## src/rtl/i2cm_pkg.sv

```systemverilog
// ----------------------------------------------------------------------------
// i2cm_pkg
// Shared types and constants of the I2C master bit engine.
// ----------------------------------------------------------------------------
package i2cm_pkg;

    localparam int unsigned REQ_W         = 3;
    localparam int unsigned BYTE_W        = 8;
    localparam int unsigned HALF_W        = 8;
    localparam int unsigned BIT_CNT_W     = 4;
    localparam int unsigned QUEUE_DEPTH   = 2;
    localparam int unsigned S_TDATA_W     = 16;
    localparam int unsigned S_TUSER_W     = 3;
    localparam int unsigned M_TDATA_W     = 16;

    localparam logic [HALF_W-1:0]    HALF_PERIOD_RESET = 8'd10;
    localparam logic [BIT_CNT_W-1:0] BITS_PER_BYTE     = 4'd8;

    typedef enum logic [REQ_W-1:0] {
        REQ_NONE     = 3'd0,
        REQ_START    = 3'd1,
        REQ_STOP     = 3'd2,
        REQ_WRITE    = 3'd3,
        REQ_READ     = 3'd4,
        REQ_WAIT_ACK = 3'd5
    } t_req;

    typedef struct packed {
        t_req              req;
        logic [BYTE_W-1:0] tx_byte;
        logic              send_ack;
        logic              sda_sample;
    } t_cmd;

    typedef enum logic [11:0] {
        PH_IDLE       = 12'b0000_0000_0001,
        PH_START_HI   = 12'b0000_0000_0010,
        PH_START_HOLD = 12'b0000_0000_0100,
        PH_STOP_LOW   = 12'b0000_0000_1000,
        PH_STOP_HI    = 12'b0000_0001_0000,
        PH_WR_LOW     = 12'b0000_0010_0000,
        PH_WR_HIGH    = 12'b0000_0100_0000,
        PH_RD_LOW     = 12'b0000_1000_0000,
        PH_RD_HIGH    = 12'b0001_0000_0000,
        PH_ACK_LOW    = 12'b0010_0000_0000,
        PH_ACK_HIGH   = 12'b0100_0000_0000,
        PH_WAIT_ACK   = 12'b1000_0000_0000
    } t_phase;

    typedef struct packed {
        logic [BYTE_W-1:0] rx_byte;
        logic              cmd_done;
        logic              busy_res;
        logic              sda_level;
        logic              scl_level;
    } t_res;

endpackage

```

## src/rtl/i2cm_front.sv

```systemverilog
// ----------------------------------------------------------------------------
// i2cm_front
// Takes tick items from the input stream and classifies the request code.
// ----------------------------------------------------------------------------
module i2cm_front
    import i2cm_pkg::*;
(
    input  logic                 s_axis_tvalid,
    output logic                 s_axis_tready,
    input  logic [S_TDATA_W-1:0] s_axis_tdata,
    input  logic [S_TUSER_W-1:0] s_axis_tuser,
    input  logic                 i_q_full,
    output logic                 o_push,
    output t_cmd                 o_cmd
);

    t_req req;

    always_comb begin
        case (s_axis_tuser)
            REQ_START:    req = REQ_START;
            REQ_STOP:     req = REQ_STOP;
            REQ_WRITE:    req = REQ_WRITE;
            REQ_READ:     req = REQ_READ;
            REQ_WAIT_ACK: req = REQ_WAIT_ACK;
            default:      req = REQ_NONE;
        endcase
    end

    assign s_axis_tready    = !i_q_full;
    assign o_push           = s_axis_tvalid && !i_q_full;
    assign o_cmd.req        = req;
    assign o_cmd.tx_byte    = s_axis_tdata[BYTE_W-1:0];
    assign o_cmd.send_ack   = s_axis_tdata[BYTE_W];
    assign o_cmd.sda_sample = s_axis_tdata[BYTE_W+1];

endmodule

```

## src/rtl/i2cm_queue.sv

```systemverilog
// ----------------------------------------------------------------------------
// i2cm_queue
// Short FIFO of classified ticks between the front and the bit engine.
// ----------------------------------------------------------------------------
module i2cm_queue
    import i2cm_pkg::*;
#(
    parameter int unsigned DEPTH = QUEUE_DEPTH
)
(
    input  logic i_clk,
    input  logic i_rst_n,
    input  logic i_push,
    input  t_cmd i_cmd,
    input  logic i_pop,
    output t_cmd o_cmd,
    output logic o_full,
    output logic o_empty
);

    localparam int unsigned PTR_W = (DEPTH > 1) ? $clog2(DEPTH) : 1;
    localparam int unsigned CNT_W = $clog2(DEPTH + 1);
    localparam logic [CNT_W-1:0] CNT_FULL = CNT_W'(DEPTH);
    localparam logic [PTR_W-1:0] PTR_LAST = PTR_W'(DEPTH - 1);

    t_cmd             r_mem [DEPTH];
    logic [PTR_W-1:0] r_wr_ptr;
    logic [PTR_W-1:0] r_rd_ptr;
    logic [CNT_W-1:0] r_count;
    logic [PTR_W-1:0] n_wr_ptr;
    logic [PTR_W-1:0] n_rd_ptr;

    assign o_full  = (r_count == CNT_FULL);
    assign o_empty = (r_count == '0);
    assign o_cmd   = r_mem[r_rd_ptr];

    assign n_wr_ptr = (r_wr_ptr == PTR_LAST) ? '0 : r_wr_ptr + 1'b1;
    assign n_rd_ptr = (r_rd_ptr == PTR_LAST) ? '0 : r_rd_ptr + 1'b1;

    always_ff @(posedge i_clk) begin
        if (i_push) begin
            r_mem[r_wr_ptr] <= i_cmd;
        end
    end

    always_ff @(posedge i_clk) begin
        if (!i_rst_n) begin
            r_wr_ptr <= '0;
            r_rd_ptr <= '0;
            r_count  <= '0;
        end else begin
            if (i_push) begin
                r_wr_ptr <= n_wr_ptr;
            end
            if (i_pop) begin
                r_rd_ptr <= n_rd_ptr;
            end
            case ({i_push, i_pop})
                2'b10:   r_count <= r_count + 1'b1;
                2'b01:   r_count <= r_count - 1'b1;
                default: r_count <= r_count;
            endcase
        end
    end

endmodule

```

## src/rtl/i2cm_back.sv

```systemverilog
// ----------------------------------------------------------------------------
// i2cm_back
// Bit engine: steps the bus phases one tick per item and registers the result.
// ----------------------------------------------------------------------------
module i2cm_back
    import i2cm_pkg::*;
(
    input  logic                 i_clk,
    input  logic                 i_rst_n,
    input  logic                 i_cfg_wr_en,
    input  logic [HALF_W-1:0]    i_cfg_wr_data,
    input  t_cmd                 i_cmd,
    input  logic                 i_q_empty,
    output logic                 o_pop,
    output logic                 m_axis_tvalid,
    input  logic                 m_axis_tready,
    output logic [M_TDATA_W-1:0] m_axis_tdata
);

    logic [HALF_W-1:0]    r_half;
    t_phase               r_phase;
    logic [BIT_CNT_W-1:0] r_bit_cnt;
    logic [BYTE_W-1:0]    r_shift;
    logic [HALF_W-1:0]    r_tick;
    logic                 r_scl;
    logic                 r_sda;
    logic                 r_ack;
    logic [BYTE_W-1:0]    r_last_rx;
    logic                 r_out_valid;
    t_res                 r_out;

    t_phase               n_phase;
    logic [BIT_CNT_W-1:0] n_bit_cnt;
    logic [BYTE_W-1:0]    n_shift;
    logic [HALF_W-1:0]    n_tick;
    logic                 n_scl;
    logic                 n_sda;
    logic                 n_ack;
    logic [BYTE_W-1:0]    n_last_rx;
    logic                 n_done;
    logic [HALF_W-1:0]    half_eff;

    assign o_pop         = !i_q_empty && (!r_out_valid || m_axis_tready);
    assign half_eff      = (r_half == '0) ? HALF_W'(1) : r_half;
    assign m_axis_tvalid = r_out_valid;
    assign m_axis_tdata  = M_TDATA_W'(r_out);

    always_comb begin
        n_phase   = r_phase;
        n_bit_cnt = r_bit_cnt;
        n_shift   = r_shift;
        n_tick    = r_tick;
        n_scl     = r_scl;
        n_sda     = r_sda;
        n_ack     = r_ack;
        n_last_rx = r_last_rx;
        n_done    = 1'b0;
        if (r_phase == PH_IDLE) begin
            case (i_cmd.req)
                REQ_START: begin
                    n_phase = PH_START_HI;
                    n_tick  = HALF_W'(1);
                    n_scl   = 1'b1;
                    n_sda   = 1'b1;
                end
                REQ_STOP: begin
                    n_phase = PH_STOP_LOW;
                    n_tick  = HALF_W'(1);
                    n_scl   = 1'b0;
                    n_sda   = 1'b0;
                end
                REQ_WRITE: begin
                    n_shift   = i_cmd.tx_byte;
                    n_bit_cnt = '0;
                    n_phase   = PH_WR_LOW;
                    n_tick    = HALF_W'(1);
                    n_scl     = 1'b0;
                    n_sda     = i_cmd.tx_byte[BYTE_W-1];
                end
                REQ_READ: begin
                    n_shift   = '0;
                    n_bit_cnt = '0;
                    n_ack     = i_cmd.send_ack;
                    n_phase   = PH_RD_LOW;
                    n_tick    = HALF_W'(1);
                    n_scl     = 1'b0;
                    n_sda     = 1'b1;
                end
                REQ_WAIT_ACK: begin
                    n_phase = PH_WAIT_ACK;
                    n_tick  = HALF_W'(1);
                    n_scl   = 1'b1;
                    n_sda   = 1'b1;
                end
                default: begin
                    n_phase = PH_IDLE;
                end
            endcase
        end else if (r_phase == PH_WAIT_ACK) begin
            if (!i_cmd.sda_sample) begin
                n_phase = PH_IDLE;
                n_tick  = '0;
                n_done  = 1'b1;
                n_scl   = 1'b0;
                n_sda   = 1'b1;
            end
        end else if (r_tick < half_eff) begin
            n_tick = r_tick + 1'b1;
        end else begin
            n_tick = HALF_W'(1);
            case (r_phase)
                PH_START_HI: begin
                    n_phase = PH_START_HOLD;
                    n_scl   = 1'b1;
                    n_sda   = 1'b0;
                end
                PH_START_HOLD: begin
                    n_phase = PH_IDLE;
                    n_tick  = '0;
                    n_done  = 1'b1;
                    n_scl   = 1'b0;
                    n_sda   = 1'b0;
                end
                PH_STOP_LOW: begin
                    n_phase = PH_STOP_HI;
                    n_scl   = 1'b1;
                    n_sda   = 1'b0;
                end
                PH_STOP_HI: begin
                    n_phase = PH_IDLE;
                    n_tick  = '0;
                    n_done  = 1'b1;
                    n_scl   = 1'b1;
                    n_sda   = 1'b1;
                end
                PH_WR_LOW: begin
                    n_phase = PH_WR_HIGH;
                    n_scl   = 1'b1;
                    n_sda   = r_shift[BYTE_W-1];
                end
                PH_WR_HIGH: begin
                    n_shift   = {r_shift[BYTE_W-2:0], 1'b0};
                    n_bit_cnt = r_bit_cnt + 1'b1;
                    n_scl     = 1'b0;
                    if (n_bit_cnt >= BITS_PER_BYTE) begin
                        n_phase = PH_IDLE;
                        n_tick  = '0;
                        n_done  = 1'b1;
                    end else begin
                        n_phase = PH_WR_LOW;
                        n_sda   = r_shift[BYTE_W-2];
                    end
                end
                PH_RD_LOW: begin
                    n_phase = PH_RD_HIGH;
                    n_scl   = 1'b1;
                    n_sda   = 1'b1;
                end
                PH_RD_HIGH: begin
                    n_shift   = {r_shift[BYTE_W-2:0], i_cmd.sda_sample};
                    n_bit_cnt = r_bit_cnt + 1'b1;
                    n_scl     = 1'b0;
                    if (n_bit_cnt >= BITS_PER_BYTE) begin
                        n_phase = PH_ACK_LOW;
                        n_sda   = !r_ack;
                    end else begin
                        n_phase = PH_RD_LOW;
                        n_sda   = 1'b1;
                    end
                end
                PH_ACK_LOW: begin
                    n_phase = PH_ACK_HIGH;
                    n_scl   = 1'b1;
                end
                PH_ACK_HIGH: begin
                    n_last_rx = r_shift;
                    n_phase   = PH_IDLE;
                    n_tick    = '0;
                    n_done    = 1'b1;
                    n_scl     = 1'b0;
                    n_sda     = 1'b1;
                end
                default: begin
                    n_phase = PH_IDLE;
                    n_tick  = '0;
                end
            endcase
        end
    end

    always_ff @(posedge i_clk) begin
        if (!i_rst_n) begin
            r_half <= HALF_PERIOD_RESET;
        end else if (i_cfg_wr_en) begin
            r_half <= i_cfg_wr_data;
        end
    end

    always_ff @(posedge i_clk) begin
        if (!i_rst_n) begin
            r_phase     <= PH_IDLE;
            r_bit_cnt   <= '0;
            r_shift     <= '0;
            r_tick      <= '0;
            r_scl       <= 1'b1;
            r_sda       <= 1'b1;
            r_ack       <= 1'b0;
            r_last_rx   <= '0;
            r_out_valid <= 1'b0;
        end else begin
            if (o_pop) begin
                r_phase     <= n_phase;
                r_bit_cnt   <= n_bit_cnt;
                r_shift     <= n_shift;
                r_tick      <= n_tick;
                r_scl       <= n_scl;
                r_sda       <= n_sda;
                r_ack       <= n_ack;
                r_last_rx   <= n_last_rx;
                r_out_valid <= 1'b1;
            end else if (m_axis_tready) begin
                r_out_valid <= 1'b0;
            end
        end
    end

    always_ff @(posedge i_clk) begin
        if (o_pop) begin
            r_out.scl_level <= n_scl;
            r_out.sda_level <= n_sda;
            r_out.busy_res  <= (n_phase != PH_IDLE);
            r_out.cmd_done  <= n_done;
            r_out.rx_byte   <= n_last_rx;
        end
    end

endmodule

```

## src/rtl/i2c_master_bit_engine_unit.sv

```systemverilog
// ----------------------------------------------------------------------------
// i2c_master_bit_engine_unit
// I2C master bit engine: one bus tick per stream item, one result per tick.
// ----------------------------------------------------------------------------
// Each input item is one tick of the bus sequencer and gives exactly one
// result item with the SCL and SDA drives, busy, a done pulse and the last
// read byte. With the result side ready, one item is taken every clock cycle.
// A result passes through the tick queue, is registered in the engine's
// output register and waits there until it is transferred. While the result
// side stalls, the two-entry tick queue fills and then holds the input.
// Phase lengths count ticks, not clock cycles, so the half period register
// sets bus timing only in items.
// Write the half period register only while the engine is idle.
// ----------------------------------------------------------------------------
module i2c_master_bit_engine_unit
    import i2cm_pkg::*;
#(
    parameter int unsigned QUEUE_DEPTH_P = QUEUE_DEPTH
)
(
    input  logic                 i_clk,
    input  logic                 i_rst_n,
    input  logic                 i_cfg_wr_en,
    input  logic [HALF_W-1:0]    i_cfg_wr_data,
    input  logic                 s_axis_tvalid,
    output logic                 s_axis_tready,
    // tx_byte [7:0], send_ack [8], sda_sample [9], zero [15:10]
    input  logic [S_TDATA_W-1:0] s_axis_tdata,
    // req_type [2:0]
    input  logic [S_TUSER_W-1:0] s_axis_tuser,
    output logic                 m_axis_tvalid,
    input  logic                 m_axis_tready,
    // scl_level [0], sda_level [1], busy_res [2], cmd_done [3], rx_byte [11:4],
    // zero [15:12]
    output logic [M_TDATA_W-1:0] m_axis_tdata
);

    t_cmd front_cmd;
    t_cmd queue_cmd;
    logic push;
    logic pop;
    logic q_full;
    logic q_empty;

    i2cm_front u_front (
        .s_axis_tvalid (s_axis_tvalid),
        .s_axis_tready (s_axis_tready),
        .s_axis_tdata  (s_axis_tdata),
        .s_axis_tuser  (s_axis_tuser),
        .i_q_full      (q_full),
        .o_push        (push),
        .o_cmd         (front_cmd)
    );

    i2cm_queue #(
        .DEPTH (QUEUE_DEPTH_P)
    ) u_queue (
        .i_clk   (i_clk),
        .i_rst_n (i_rst_n),
        .i_push  (push),
        .i_cmd   (front_cmd),
        .i_pop   (pop),
        .o_cmd   (queue_cmd),
        .o_full  (q_full),
        .o_empty (q_empty)
    );

    i2cm_back u_back (
        .i_clk         (i_clk),
        .i_rst_n       (i_rst_n),
        .i_cfg_wr_en   (i_cfg_wr_en),
        .i_cfg_wr_data (i_cfg_wr_data),
        .i_cmd         (queue_cmd),
        .i_q_empty     (q_empty),
        .o_pop         (pop),
        .m_axis_tvalid (m_axis_tvalid),
        .m_axis_tready (m_axis_tready),
        .m_axis_tdata  (m_axis_tdata)
    );

endmodule

```

## config.mk

```make
export PLATFORM = sky130hd
export DESIGN_NAME = i2c_master_bit_engine_unit
export DESIGN_NICKNAME = d
export VERILOG_FILES = /design/src/rtl/i2cm_pkg.sv /design/src/rtl/i2cm_front.sv /design/src/rtl/i2cm_queue.sv /design/src/rtl/i2cm_back.sv /design/src/rtl/i2c_master_bit_engine_unit.sv
export SDC_FILE = /design/constraint.sdc
export NUM_CORES = 1
export LEC_CHECK = 0
export ABC_AREA = 1
export BUFFER_PORTS_ARGS = -buffer_cell sky130_fd_sc_hd__buf_2
export CORE_MARGIN = 2
export CORE_UTILIZATION = 30
export DETAILED_ROUTE_END_ITERATION = 6
export GPL_TIMING_DRIVEN = 1
export PLACE_DENSITY = 0.56
export SLEW_MARGIN = 30
export SYNTH_ARGS = -nofsm -noshare
export SYNTH_HDL_FRONTEND = slang
export SYNTH_SLANG_ARGS = --single-unit
```

## constraint.sdc

```tcl
create_clock -name i_clk -period 6.2 [get_ports i_clk]
set_input_delay 0.62 -clock i_clk [delete_from_list [all_inputs] [get_ports i_clk]]
set_output_delay 0.62 -clock i_clk [all_outputs]
set_load 0.01 [all_outputs]
```

==> results by group <==
Timing
  • FMAX: 304 MHz
  • Final Hold Fails: 0
  • RSZ-0062 raised after global routing: false
  • Skew final: roughly 0.007 ns
  • Worst rel slew slack: 0.453
  • Final Critical Period: between 3 and 4 ns
  • Hold WS: between 0.4 and 0.5 ns
  • Max-slew violation count: 0
  • Setup violators final: 0
  • Post-route clock period utilization: 0.531
  • Final TNS setup: 0 ns
  • Worst-Margin Slew: 0.818 ns

Clock tree
  • Post CTS Setup Buffer Count: 0
  • CTS H-tree depth: 3
  • CTS Sinks: 95
  • CTS resizes: 0
  • Clock root cell: clkbuf_16
  • Total CTS buffers: 9
  • Hold_buf cts: 0
  • CTS Buffer Depth: 2
  • Worst-skew pair later-pin latency: approximately 0.35 ns
  • CTS tree: done
  • Worst-path clk slew: ~0.060 ns

Pwr
  • Worst IR Drop VDD: about 0.54 mV
  • Total power: ~2500 uW
  • Lkg Pwr: around 0.0024 uW
  • PwrDens: about 460 nW/um^2

Cells and area
  • Area of the multi-input gates: around 2000 um^2
  • Commonest non-fill, non-tap cell in the layout: nand2_1
  • Most frequent cells in the layout: nand2_1 (112), inv_1 (81), nor2_1 (72)
  • Final Cell Area: around 5400 um^2
  • Area Overhead vs Synth: 13.6%
  • Fillers: ~1,600
  • Final #Nets: just under 700
  • Layout cells sized above 1: 0.118
  • Register Area: ~2300 um^2

Worst setup path
  • Reg2Reg Setup Slack: around 2.9 ns
  • WP data arrival: about 3.5 ns
  • Worst Reg-to-Reg Cells: 9
  • R2R Path Start: u_back.r_tick[5]
  • Kind of end point of the critical path: register
  • CP Launch Point: u_back.r_tick[5]
  • Crit path kind: register to register
  • Reg2reg end: u_back.r_last_rx[4]
  • Worst endpoint required time: roughly 6.4 ns
  • Worst Setup EP: u_back.r_last_rx[4]
  • Crit-path max FO: 22
  • Crit start category: register

Drt
  • WL final: between 10,000 and 15,000 um
  • Via count: about 4,000
  • Drt drc: 0
  • Antenna-violating nets left: 0
  • Vias per inst: ~4.7
  • Routed length per instance: 13.1 um
  • Pre-antenna DRT Iters: 4
  • Initial DRC Count: 179

Logic synthesis
  • Async SR Flop Fraction: 0
  • Post-synthesis cell type count: between 40 and 50
  • Yosys warning count: 0
  • Sequential-to-total area share from yosys stat: 0.482
  • Post-synthesis instance area: approximately 4700 um^2
  • Synthesis-stage register bit count: between 90 and 100
  • Syn avg cell area: approximately 7.8 um^2
  • Post-synth top flop: dfxtp_1
  • Number of synthesized flops with an enable pin: 38
  • Post-Synthesis Cells: approximately 610

Placement
  • GP Congestion: 0.868
  • DP Wirelength: around 8000 um
  • DP Area: 5110 um^2
  • Port-buffer cells: 39

Floorplan
  • Die Y: between 100 and 150 um
  • Die area: roughly 17,000 um^2
  • Initial core utilization: 0.309
  • Core ar.: about 15,000 um^2
  • IO Pins: 50
  • Row count: 45
  • Die X: approximately 130 um

GRT
  • Pin count of the biggest net entering global routing: 47
  • Initial antenna violation count: 0
  • Grt ovf: 0
  • Total track usage: 0.140
  • Vias in the first global route: approximately 3,900
  • Global-route wire length before repair: 18,400 um

Status
  • Outcome: finished clean

Job
  • MaxCap Viol Count: 0

Min path
  • Min-delay worst type: input port to register
==> per-stage QoR <==
| stage | utilization | setup slack (ns) | instances |
|---|---|---|---|
| after detailed placement | 0.334 | 2.88 | 838 |
| after global routing | 0.352 | 2.37 | 853 |
| after floorplan | - | 3.68 | 611 |
| after global placement | 0.333 | 2.97 | 838 |
| after CTS | 0.352 | 2.87 | 853 |
| final | 0.352 | 2.91 | 854 |
==> sequential cells by signal, indices dropped and copies added, names as in the netlist, named ones only <==
name and cells:
u_back.r_scl 1, u_queue.r_wr_ptr 1, u_back.r_ack 1, u_queue.r_rd_ptr 1, u_back.r_last_rx 8, u_back.r_half 8, u_back.m_axis_tvalid 1, u_back.r_phase 12
u_queue.r_count 2, u_back.r_tick 8, u_back.r_bit_cnt 4, u_queue.r_mem 26, u_back.m_axis_tdata 12, u_back.r_sda 1, u_back.r_shift 8
==> power by group <==
part | internal [uW] | total [uW] | switching (uW)
Combinational | 310 | 1020 | 707
Sequential | 845 | 950 | 105
Clock | 283 | 525 | 242
==> worst min path at each step <==
stage / start / to / slack (ns) / cells after the start
floorplan: u_queue.r_rd_ptr / register / 0.43 / 1
global placement: u_queue.r_rd_ptr / register / 0.44 / 1
detailed placement: u_queue.r_rd_ptr / u_queue.r_rd_ptr / 0.45 / 1
CTS: s_axis_tdata[4] / u_queue.r_mem[1][6] / 0.44 / 1
finish: s_axis_tdata[4] / u_queue.r_mem[1][6] / 0.45 / 1
global route: s_axis_tdata[9] / u_queue.r_mem[1][0] / 0.45 / 1
==> cells in the mapped netlist, types with 2 or more instances <==
| cell | number | area share |
|---|---|---|
| a211oi_1 | 2 | 0.0032 |
| a21boi_0 | 2 | 0.0032 |
| a21oi_1 | 48 | 0.051 |
| and3_1 | 2 | 0.0026 |
| buf_2 | 2 | 0.0021 |
| buf_4 | 6 | 0.0095 |
| clkbuf_1 | 14 | 0.011 |
| dfxtp_1 | 57 | 0.24 |
| edfxtp_1 | 38 | 0.24 |
| ha_1 | 10 | 0.026 |
| inv_1 | 82 | 0.065 |
| inv_2 | 7 | 0.0055 |
| nand2_1 | 112 | 0.089 |
| nand2_2 | 2 | 0.0026 |
| nand3_1 | 26 | 0.027 |
| nand3b_1 | 3 | 0.0048 |
| nand4_1 | 8 | 0.011 |
| nor2_1 | 74 | 0.059 |
| nor2_2 | 2 | 0.0026 |
| nor3_1 | 11 | 0.012 |
| nor3_4 | 2 | 0.0069 |
| o211ai_1 | 2 | 0.0032 |
| o21ai_0 | 48 | 0.051 |
| o21ai_1 | 16 | 0.017 |
| o41ai_1 | 6 | 0.011 |
| or2_1 | 2 | 0.0026 |
| xnor2_1 | 2 | 0.0037 |
| xor2_1 | 5 | 0.0092 |
==> layer usage <==
metal  part of all wire  routed length, um  up-vias  track usage
li1                   -                  -     2061            -
met1               0.47               5220     1832        0.170
met2               0.47               5200       81        0.237
met3              0.047                528       20       0.0443
met4              0.018                202        0       0.0443
met5                  0                  0        -            0
==> critical path: stages, from the launching register on <==
cell,delay [ns]
dfxtp_1,0.43
ha_1,0.28
a21oi_1,0.14
nor2_1,0.05
a211oi_1,0.55
nand2_1,0.63
nand4_1,0.67
o21ai_0,0.19
o21ai_0,0.18
inv_1,0.06
==> cell type report <==
type / instances / share of cell area
Sequential cell: 95 / 0.424
Multi-Input combinational cell: 402 / 0.376
Inverter: 90 / 0.0627
Tap cell: 211 / 0.0490
Clock buffer: 11 / 0.0451
Timing Repair Buffer: 40 / 0.0376
Clock inverter: 4 / 0.00557
Antenna cell: 1 / 0.000465
==> logic make-up after synthesis <==
| kind of cell | synth area share |
|---|---|
| fa+ha+maj | 0.0264 |
| compound gates | 0.149 |
| xor+xnor | 0.0129 |
| simple gates | 0.230 |
| mux | 0.00211 |
| buf+inv | 0.0971 |
| flops | 0.482 |
| other cells | 0.000791 |
Note: power is estimated with default switching activity, not from simulation.
